$ cat src/rtl/mapt_pkg.sv
// ----------------------------------------------------------------------------
// mapt_pkg
// Types, codes and constants shared by the multiturn position tracker.
// ----------------------------------------------------------------------------
package mapt_pkg;

  localparam int AngleW = 12;
  localparam int PosW   = 32;
  localparam int RevW   = 20;
  localparam int DataW  = 32;
  localparam int AddrW  = 3;

  localparam logic [AngleW-1:0] HalfTurn = 12'd2048;

  typedef logic [AngleW-1:0]      angle_t;
  typedef logic signed [PosW-1:0] pos_t;
  typedef logic signed [RevW-1:0] rev_t;

  typedef enum logic [1:0] {
    OP_SAMPLE = 2'd0,
    OP_REUSE  = 2'd1,
    OP_LOAD   = 2'd2,
    OP_RESEED = 2'd3
  } opcode_t;

  typedef enum logic {
    REG_ANGLE_OFFSET      = 1'b0,
    REG_REVERSE_DIRECTION = 1'b1
  } reg_idx_t;

  typedef struct packed {
    angle_t angle_offset;
    logic   reverse_direction;
  } cfg_t;

  typedef struct packed {
    angle_t held_angle;
    angle_t tracking_angle;
    pos_t   position;
  } track_state_t;

  typedef struct packed {
    opcode_t opcode;
    angle_t  enc_angle;
    logic    read_error;
    pos_t    load_value;
  } sample_t;

  typedef struct packed {
    angle_t angle;
    pos_t   position;
    rev_t   revolutions;
    pos_t   previous_position;
  } result_t;

endpackage

$ cat src/rtl/mapt_sample_if.sv
// ----------------------------------------------------------------------------
// mapt_sample_if
// Input channel: one encoder sample or load command per transaction.
// ----------------------------------------------------------------------------
interface mapt_sample_if;
  import mapt_pkg::*;

  logic    valid;
  logic    ready;
  opcode_t opcode;
  angle_t  enc_angle;
  logic    read_error;
  pos_t    load_value;

  modport source (output valid, output opcode, output enc_angle, output read_error,
                  output load_value, input ready);
  modport sink   (input valid, input opcode, input enc_angle, input read_error,
                  input load_value, output ready);
endinterface

$ cat src/rtl/mapt_result_if.sv
// ----------------------------------------------------------------------------
// mapt_result_if
// Output channel: angle and multi-turn position per transaction.
// ----------------------------------------------------------------------------
interface mapt_result_if;
  import mapt_pkg::*;

  logic   valid;
  logic   ready;
  angle_t angle;
  pos_t   position;
  rev_t   revolutions;
  pos_t   previous_position;

  modport source (output valid, output angle, output position, output revolutions,
                  output previous_position, input ready);
  modport sink   (input valid, input angle, input position, input revolutions,
                  input previous_position, output ready);
endinterface

$ cat src/rtl/mapt_cfg.sv
// ----------------------------------------------------------------------------
// mapt_cfg
// APB register file holding the angle offset and direction setting.
// ----------------------------------------------------------------------------
module mapt_cfg (
  input  logic                       clk,
  input  logic                       rst,
  input  logic                       psel,
  input  logic                       penable,
  input  logic                       pwrite,
  input  logic [mapt_pkg::AddrW-1:0] paddr,
  input  logic [mapt_pkg::DataW-1:0] pwdata,
  output logic [mapt_pkg::DataW-1:0] prdata,
  output logic                       pready,
  output mapt_pkg::cfg_t             cfg
);
  import mapt_pkg::*;

  reg_idx_t idx;
  logic     wr_en;

  assign idx    = reg_idx_t'(paddr[2]);
  assign wr_en  = psel && penable && pwrite && pready;
  assign pready = 1'b1;

  always_ff @(posedge clk) begin
    if (rst) begin
      cfg.angle_offset      <= '0;
      cfg.reverse_direction <= 1'b0;
    end else if (wr_en) begin
      unique case (idx)
        REG_ANGLE_OFFSET:      cfg.angle_offset      <= pwdata[AngleW-1:0];
        REG_REVERSE_DIRECTION: cfg.reverse_direction <= pwdata[0];
        default: ;
      endcase
    end
  end

  always_comb begin
    unique case (idx)
      REG_ANGLE_OFFSET:      prdata = {{(DataW-AngleW){1'b0}}, cfg.angle_offset};
      REG_REVERSE_DIRECTION: prdata = {{(DataW-1){1'b0}}, cfg.reverse_direction};
      default:               prdata = '0;
    endcase
  end
endmodule

$ cat src/rtl/mapt_update.sv
// ----------------------------------------------------------------------------
// mapt_update
// Angle correction, wrap-aware tracking step and load handling for one item.
// ----------------------------------------------------------------------------
module mapt_update (
  input  mapt_pkg::sample_t      item,
  input  mapt_pkg::track_state_t state,
  input  mapt_pkg::cfg_t         cfg,
  output mapt_pkg::track_state_t state_next,
  output mapt_pkg::result_t      res
);
  import mapt_pkg::*;

  angle_t             sum;
  angle_t             corr;
  logic               good;
  angle_t             v;
  angle_t             t;
  logic               fwd_wrap;
  logic               bwd_wrap;
  logic signed [13:0] diff;
  logic signed [13:0] step;
  pos_t               tracked;

  always_comb begin
    sum  = item.enc_angle + cfg.angle_offset;
    // mirror as (4096 - angle) mod 4096
    corr = cfg.reverse_direction ? angle_t'(~sum + 1'b1) : sum;
    good = !item.read_error;

    v = (item.opcode == OP_REUSE) ? state.held_angle : corr;
    t = state.tracking_angle;
    fwd_wrap = (t > HalfTurn) && (v < angle_t'(t - HalfTurn));
    bwd_wrap = !fwd_wrap && (v > HalfTurn) && (t < angle_t'(v - HalfTurn));
    diff = $signed({2'b00, v}) - $signed({2'b00, t});
    if (fwd_wrap) begin
      step = diff + 14'sd4096;
    end else if (bwd_wrap) begin
      step = diff - 14'sd4096;
    end else begin
      step = diff;
    end
    tracked = state.position + pos_t'({{(PosW-14){step[13]}}, step});

    state_next = state;
    case (item.opcode)
      OP_SAMPLE: begin
        if (good) begin
          state_next.held_angle     = corr;
          state_next.tracking_angle = corr;
          state_next.position       = tracked;
        end
      end
      OP_REUSE: begin
        state_next.tracking_angle = state.held_angle;
        state_next.position       = tracked;
      end
      OP_LOAD: begin
        state_next.position = item.load_value;
      end
      OP_RESEED: begin
        // a failed read reseeds from the held angle
        if (good) begin
          state_next.held_angle = corr;
        end
        state_next.tracking_angle = good ? corr : state.held_angle;
        state_next.position       = item.load_value;
      end
      default: ;
    endcase

    res.angle    = state_next.held_angle;
    res.position = state_next.position;
    // arithmetic shift, plus one when negative
    res.revolutions = rev_t'(state_next.position[PosW-1:AngleW]
                             + {{(RevW-1){1'b0}}, state_next.position[PosW-1]});
    res.previous_position = (item.opcode == OP_LOAD || item.opcode == OP_RESEED)
                          ? state.position : state_next.position;
  end
endmodule

$ cat src/rtl/multiturn_angle_position_tracker_core.sv
// ----------------------------------------------------------------------------
// multiturn_angle_position_tracker_core: top level of the multi-turn tracker
// Stages: input reg, then result reg; state updates as an item enters the result reg.
// Throughput: 1 item per cycle while the result sink is not stalling.
// Reset (rst, synchronous): clears valids, state and configuration to zero.
// ----------------------------------------------------------------------------
module multiturn_angle_position_tracker_core (
  input  logic                       clk,
  input  logic                       rst,
  mapt_sample_if.sink                sample,
  mapt_result_if.source              result,
  input  logic                       psel,
  input  logic                       penable,
  input  logic                       pwrite,
  input  logic [mapt_pkg::AddrW-1:0] paddr,
  input  logic [mapt_pkg::DataW-1:0] pwdata,
  output logic [mapt_pkg::DataW-1:0] prdata,
  output logic                       pready
);
  import mapt_pkg::*;

  cfg_t         cfg;
  logic         s1_valid;
  sample_t      s1;
  logic         out_valid;
  result_t      out_data;
  track_state_t state;
  track_state_t state_next;
  result_t      res;
  logic         out_free;
  logic         s1_fire;

  mapt_cfg u_cfg (
    .clk     (clk),
    .rst     (rst),
    .psel    (psel),
    .penable (penable),
    .pwrite  (pwrite),
    .paddr   (paddr),
    .pwdata  (pwdata),
    .prdata  (prdata),
    .pready  (pready),
    .cfg     (cfg)
  );

  mapt_update u_update (
    .item       (s1),
    .state      (state),
    .cfg        (cfg),
    .state_next (state_next),
    .res        (res)
  );

  assign out_free     = !out_valid || result.ready;
  assign s1_fire      = s1_valid && out_free;
  assign sample.ready = !s1_valid || out_free;

  always_ff @(posedge clk) begin
    if (rst) begin
      s1_valid <= 1'b0;
    end else if (sample.ready) begin
      s1_valid <= sample.valid;
    end
  end

  always_ff @(posedge clk) begin
    if (sample.ready && sample.valid) begin
      s1.opcode     <= sample.opcode;
      s1.enc_angle  <= sample.enc_angle;
      s1.read_error <= sample.read_error;
      s1.load_value <= sample.load_value;
    end
  end

  // advance tracking state only when the item moves into the result reg
  always_ff @(posedge clk) begin
    if (rst) begin
      state <= '0;
    end else if (s1_fire) begin
      state <= state_next;
    end
  end

  always_ff @(posedge clk) begin
    if (rst) begin
      out_valid <= 1'b0;
    end else if (out_free) begin
      out_valid <= s1_valid;
    end
  end

  always_ff @(posedge clk) begin
    if (s1_fire) begin
      out_data <= res;
    end
  end

  assign result.valid             = out_valid;
  assign result.angle             = out_data.angle;
  assign result.position          = out_data.position;
  assign result.revolutions       = out_data.revolutions;
  assign result.previous_position = out_data.previous_position;
endmodule

$ cat src/flat_wrapper.sv
// flat-port wrapper written by rule: the top's interface ports become plain ports
module multiturn_angle_position_tracker_core_flat import mapt_pkg::*;
  (clk, rst, psel, penable, pwrite, paddr, pwdata, prdata, pready, sample_valid, sample_opcode, sample_enc_angle, sample_read_error, sample_load_value, sample_ready, result_valid, result_angle, result_position, result_revolutions, result_previous_position, result_ready);
  mapt_sample_if sample_i ();
  mapt_result_if result_i ();
  input  logic clk;
  input  logic rst;
  input  logic psel;
  input  logic penable;
  input  logic pwrite;
  input  logic [mapt_pkg::AddrW-1:0] paddr;
  input  logic [mapt_pkg::DataW-1:0] pwdata;
  output logic [mapt_pkg::DataW-1:0] prdata;
  output logic pready;
  input wire logic [$bits(sample_i.valid)-1:0] sample_valid;
  input wire logic [$bits(sample_i.opcode)-1:0] sample_opcode;
  input wire logic [$bits(sample_i.enc_angle)-1:0] sample_enc_angle;
  input wire logic [$bits(sample_i.read_error)-1:0] sample_read_error;
  input wire logic [$bits(sample_i.load_value)-1:0] sample_load_value;
  output wire logic [$bits(sample_i.ready)-1:0] sample_ready;
  output wire logic [$bits(result_i.valid)-1:0] result_valid;
  output wire logic [$bits(result_i.angle)-1:0] result_angle;
  output wire logic [$bits(result_i.position)-1:0] result_position;
  output wire logic [$bits(result_i.revolutions)-1:0] result_revolutions;
  output wire logic [$bits(result_i.previous_position)-1:0] result_previous_position;
  input wire logic [$bits(result_i.ready)-1:0] result_ready;
  assign sample_i.valid = sample_valid;
  assign sample_i.opcode = sample_opcode;
  assign sample_i.enc_angle = sample_enc_angle;
  assign sample_i.read_error = sample_read_error;
  assign sample_i.load_value = sample_load_value;
  assign sample_ready = sample_i.ready;
  assign result_valid = result_i.valid;
  assign result_angle = result_i.angle;
  assign result_position = result_i.position;
  assign result_revolutions = result_i.revolutions;
  assign result_previous_position = result_i.previous_position;
  assign result_i.ready = result_ready;
  multiturn_angle_position_tracker_core u_core (.clk(clk), .rst(rst), .sample(sample_i), .result(result_i), .psel(psel), .penable(penable), .pwrite(pwrite), .paddr(paddr), .pwdata(pwdata), .prdata(prdata), .pready(pready));
endmodule
$ cat config.mk
export PLATFORM = sky130hd
export DESIGN_NAME = multiturn_angle_position_tracker_core_flat
export DESIGN_NICKNAME = d
export VERILOG_FILES = /design/src/rtl/mapt_pkg.sv /design/src/rtl/mapt_sample_if.sv /design/src/rtl/mapt_result_if.sv /design/src/rtl/mapt_cfg.sv /design/src/rtl/mapt_update.sv /design/src/rtl/multiturn_angle_position_tracker_core.sv /design/src/flat_wrapper.sv
export SDC_FILE = /design/constraint.sdc
export NUM_CORES = 1
export LEC_CHECK = 0
export BUFFER_PORTS_ARGS = -buffer_cell sky130_fd_sc_hd__buf_2
export CAP_MARGIN = 20
export CORE_MARGIN = 2
export CORE_UTILIZATION = 30
export CTS_BUF_LIST = sky130_fd_sc_hd__clkbuf_4 sky130_fd_sc_hd__clkbuf_8 sky130_fd_sc_hd__clkbuf_16
export CTS_CLUSTER_SIZE = 25
export DETAILED_ROUTE_END_ITERATION = 6
export MAX_ROUTING_LAYER = met4
export REMOVE_ABC_BUFFERS = 1
export SLEW_MARGIN = 30
export SYNTH_ARGS = -nofsm -noshare
export SYNTH_HDL_FRONTEND = slang
export SYNTH_SLANG_ARGS = --single-unit
$ cat constraint.sdc
create_clock -name clk -period 12.6 [get_ports clk]
set_clock_uncertainty 0.15 [all_clocks]
set_input_delay 2.52 -clock clk [delete_from_list [all_inputs] [get_ports clk]]
set_output_delay 2.52 -clock clk [all_outputs]
set_load 0.02 [all_outputs]
==> out/metrics.csv <==
stage;metric;value;unit
clock_tree;CTS resizes;0;
route;Final ANT Viol Nets;0;
global_route;first-pass GRT wire length;50900;um
setup_path;Worst path most repeated cell;ha_1;
synthesis;Most used DFF post-synth;edfxtp_1;
worst_hold_path;hold path startpoint;u_core.u_cfg.cfg[5];
pwr;PD cells;162;nW/um^2
sta;final critical-path share of the clock period;0.834;
clock_tree;CTS max path bufs;3;
layout;commonest non-fill, non-tap cell in the layout;buf_2;
setup_path;slowest CP cell;or4_1;
route;Routed wire per std cell;17.0;um
setup_path;crit path DAT;10.66;ns
route;drt total wl;33400;um
pwr;Sequential Power Share;0.361;
die;Die Span Y;206;um
setup_path;Worst Path Required;12.74;ns
die;Die X-Extent;206;um
sta;Slew Limit Fails;0;
pwr;internal power;1.57;mW
layout;commonest cells after routing, fill and taps aside;buf_2 (175), edfxtp_1 (143), nand2_1 (138), nor2_1 (102);
sta;worst-margin pin slew;0.994;ns
route;Vias/cell;5.04;
setup_path;Reg2Reg Capture Point;u_core.result.revolutions[14];
route;First DRT Iteration DRCs;732;
sta;setup TNS after final layout;0;ns
global_route;overall fraction of global-route tracks in use;0.157;
synthesis;mapped cell area;12300;sq um
synthesis;FFs w/ async S/R, synth;0;
worst_hold_path;Hold Path Sink;u_core.u_cfg.cfg[5];
setup_path;Critical Path Source Type;flop;
clock_tree;CTS sink count;214;
pwr;Max VDD drop;98.4;uV
layout;Final Net Count;1578;
global_route;vias in the first global route;9290;
pwr;sw power;0.792;mW
synthesis;Mean Syn Cell Area;9.74;sq um
worst_hold_path;Hold Path Class;flop to flop;
clock_tree;Worst-path clk slew;0.06;ns
place;PortBufs;176;
route;DRC Markers;0;
layout;FILL cells;4146;
synthesis;sequential area share after synthesis;0.466;
setup_path;R2R cell count;37;
layout;Finished Cell Area;14500;sq um
setup_path;crit-path max cell delay;0.59;ns
place;Routability Congestion;0.877;
setup_path;reg-to-reg startpoint;u_core.s1[33];
sta;RSZ-0062 raised after global routing;no;
setup_path;Critical Path Fanout Max;19;
sta;Final setup viols;0;
global_route;largest net degree at the start of global routing;83;
clock_tree;CTS Hold Buffers Added;0;
job;Max Cap Viol;0;
sta;crit path time final;10.51;ns
pwr;combinational share of power;0.303;
synthesis;register bit count reported by yosys;214;
clock_tree;Clock Latency Late Sink;0.54;ns
place;Detail Placement HPWL;23900;um
clock_tree;CTS H-tree lvls;1;
pwr;Net Sw Frac;0.336;
route;TritonRoute pass-1 iters;6;
clock_tree;number of CTS-inserted buffers;26;
pwr;Clk network pwr share;0.336;
pwr;Pleak;5.83;nW
setup_path;Critical Path End Type;flop;
synthesis;number of synthesized flops with an enable pin;143;
die;full die area;42500;sq um
setup_path;critical path class;flop to flop;
die;Placeable Area;40600;sq um
clock_tree;CTS tree;done;
sta;Hold Vio Cnt, Final;0;
setup_path;delay-heaviest family, CP;compound AO/OA/AOI/OAI gates;
layout;register area;5720;sq um
setup_path;worst path bufs/invs;2;
status;status;finished, final reports clean;
clock_tree;# Post-CTS Setup Buffers;0;
route;DR vias;9896;
global_route;antenna violations before repair;0;
layout;Area Growth Syn to Fin;18.4;%
sta;Rel. slew slack;0.337;
layout;Antenna Cells;0;
synthesis;synth unique cells;76;
die;FP Rows;74;
clock_tree;CTS root buf;clkbuf_16;
layout;layout cells sized above 1;0.185;
layout;area of the multi-input gates;5970;sq um
die;I/O Pins;220;
sta;fmax;95.1;MHz
place;DP Area;13600;sq um
setup_path;FF-to-FF setup slack;2.09;ns
global_route;gr ovfl total;0;
worst_hold_path;hold depth;2;
synthesis;Warnings, synthesis;0;
die;Initial Util;0.303;
synthesis;Gate Count Post-Synth;1260;
## cell type report
cell class,instances,share of cell area
Clock buffer,39,0.0565
Clock inverter,9,0.00750
Inverter,72,0.0190
Multi-Input combinational cell,911,0.411
Sequential cell,214,0.394
Tap cell,532,0.0458
Timing Repair Buffer,186,0.0663
## flip-flops by register name, indices dropped and copies added (netlist names)
name / count
u_core.s1_valid: 1
u_core.u_cfg.cfg: 13
u_core.result.revolutions: 20
u_core.result.angle: 12
u_core.result.previous_position: 32
u_core.s1: 47
u_core.state: 56
u_core.result.position: 32
u_core.result.valid: 1
## synthesized netlist by cell type, drive strengths merged, types with 4 or more instances
library cell,count,area [sq um]
a21oi,77,393
nand4,22,138
or3,9,57.6
and3,6,37.5
xnor2,46,403
nor2,103,387
edfxtp,143,4290
ha,75,938
o211ai,9,67.6
nand3,19,95.1
nor3,28,140
nor4,12,87.6
nand2b,10,62.6
o21ai,71,355
o31ai,8,70.1
dfxtp,71,1420
buf,27,185
a222oi,11,110
xor2,11,96.3
a22oi,8,60.1
a21o,12,90.1
o31a,5,43.8
a211oi,46,345
inv,72,270
mux2i,12,120
nand2,139,522
and2,10,62.6
or4,4,30.0
nor2b,19,119
mux2,5,56.3
a21boi,5,37.5
a22o,11,97.6
or2,6,37.5
a221oi,14,123
a31oi,6,37.5
o21bai,4,30.0
o21a,20,150
clkbuf,55,206
## per-layer routing
layer  GRT usage  part of all wire  vias to the layer above
met1       0.198              0.45                     4680
met2       0.258              0.47                      266
met5           -                 0                        -
met3      0.0325             0.064                       46
li1            -                 -                     4904
met4      0.0352             0.021                        0
## worst max path at each step
stage             startpoint                             to  slack, ns  depth (start not counted)
3_3_place_gp   u_core.s1[33]  u_core.result.revolutions[14]       2.21                         37
4_1_cts        u_core.s1[33]  u_core.result.revolutions[14]       1.99                         37
3_5_place_dp   u_core.s1[33]  u_core.result.revolutions[14]       2.01                         37
5_1_grt        u_core.s1[33]  u_core.result.revolutions[14]       1.17                         37
2_1_floorplan  u_core.s1[33]  u_core.result.revolutions[19]       3.46                         35
6_report       u_core.s1[33]  u_core.result.revolutions[14]       2.09                         37
## metrics by stage
stage	util	power (mW)	hold WS, ns	setup slack [ns]	cells
after floorplan	-	1.38	0.292	3.46	1197
after global placement	0.335	1.57	0.319	2.21	1915
after detailed placement	0.335	1.58	0.324	2.01	1915
after CTS	0.358	2.38	0.332	1.99	1963
after global routing	0.358	2.49	0.346	1.17	1963
final	0.358	2.36	0.332	2.09	1963
## cell families after synthesis
kind of cell    Yosys count  synth area share
simple gates            396             0.151
compound gates          342             0.192
flops                   214             0.466
buf+inv                 154            0.0540
fa+ha+maj                78            0.0814
xor+xnor                 57            0.0407
mux                      17            0.0144
other cells               2          0.000612
## power groups by stage
stage          clock network, mW  logic, mW  registers (mW)
5_1_grt                    0.837      0.797           0.856
4_1_cts                    0.814      0.717           0.851
2_1_floorplan                  0      0.479           0.897
6_report                   0.793      0.716           0.851
3_5_place_dp                   0      0.713           0.866
3_3_place_gp                   0      0.705           0.865
## worst register-to-register path: cells and delay by family, from the launching register on
family	cells	cell delay, ns
compound gates	14	3.89
simple gates	10	2.52
fa+ha+maj	7	2.09
buf+inv	2	0.48
xor+xnor	3	0.44
flops	1	0.36
mux	1	0.33
(Power assumes the default switching activity.)
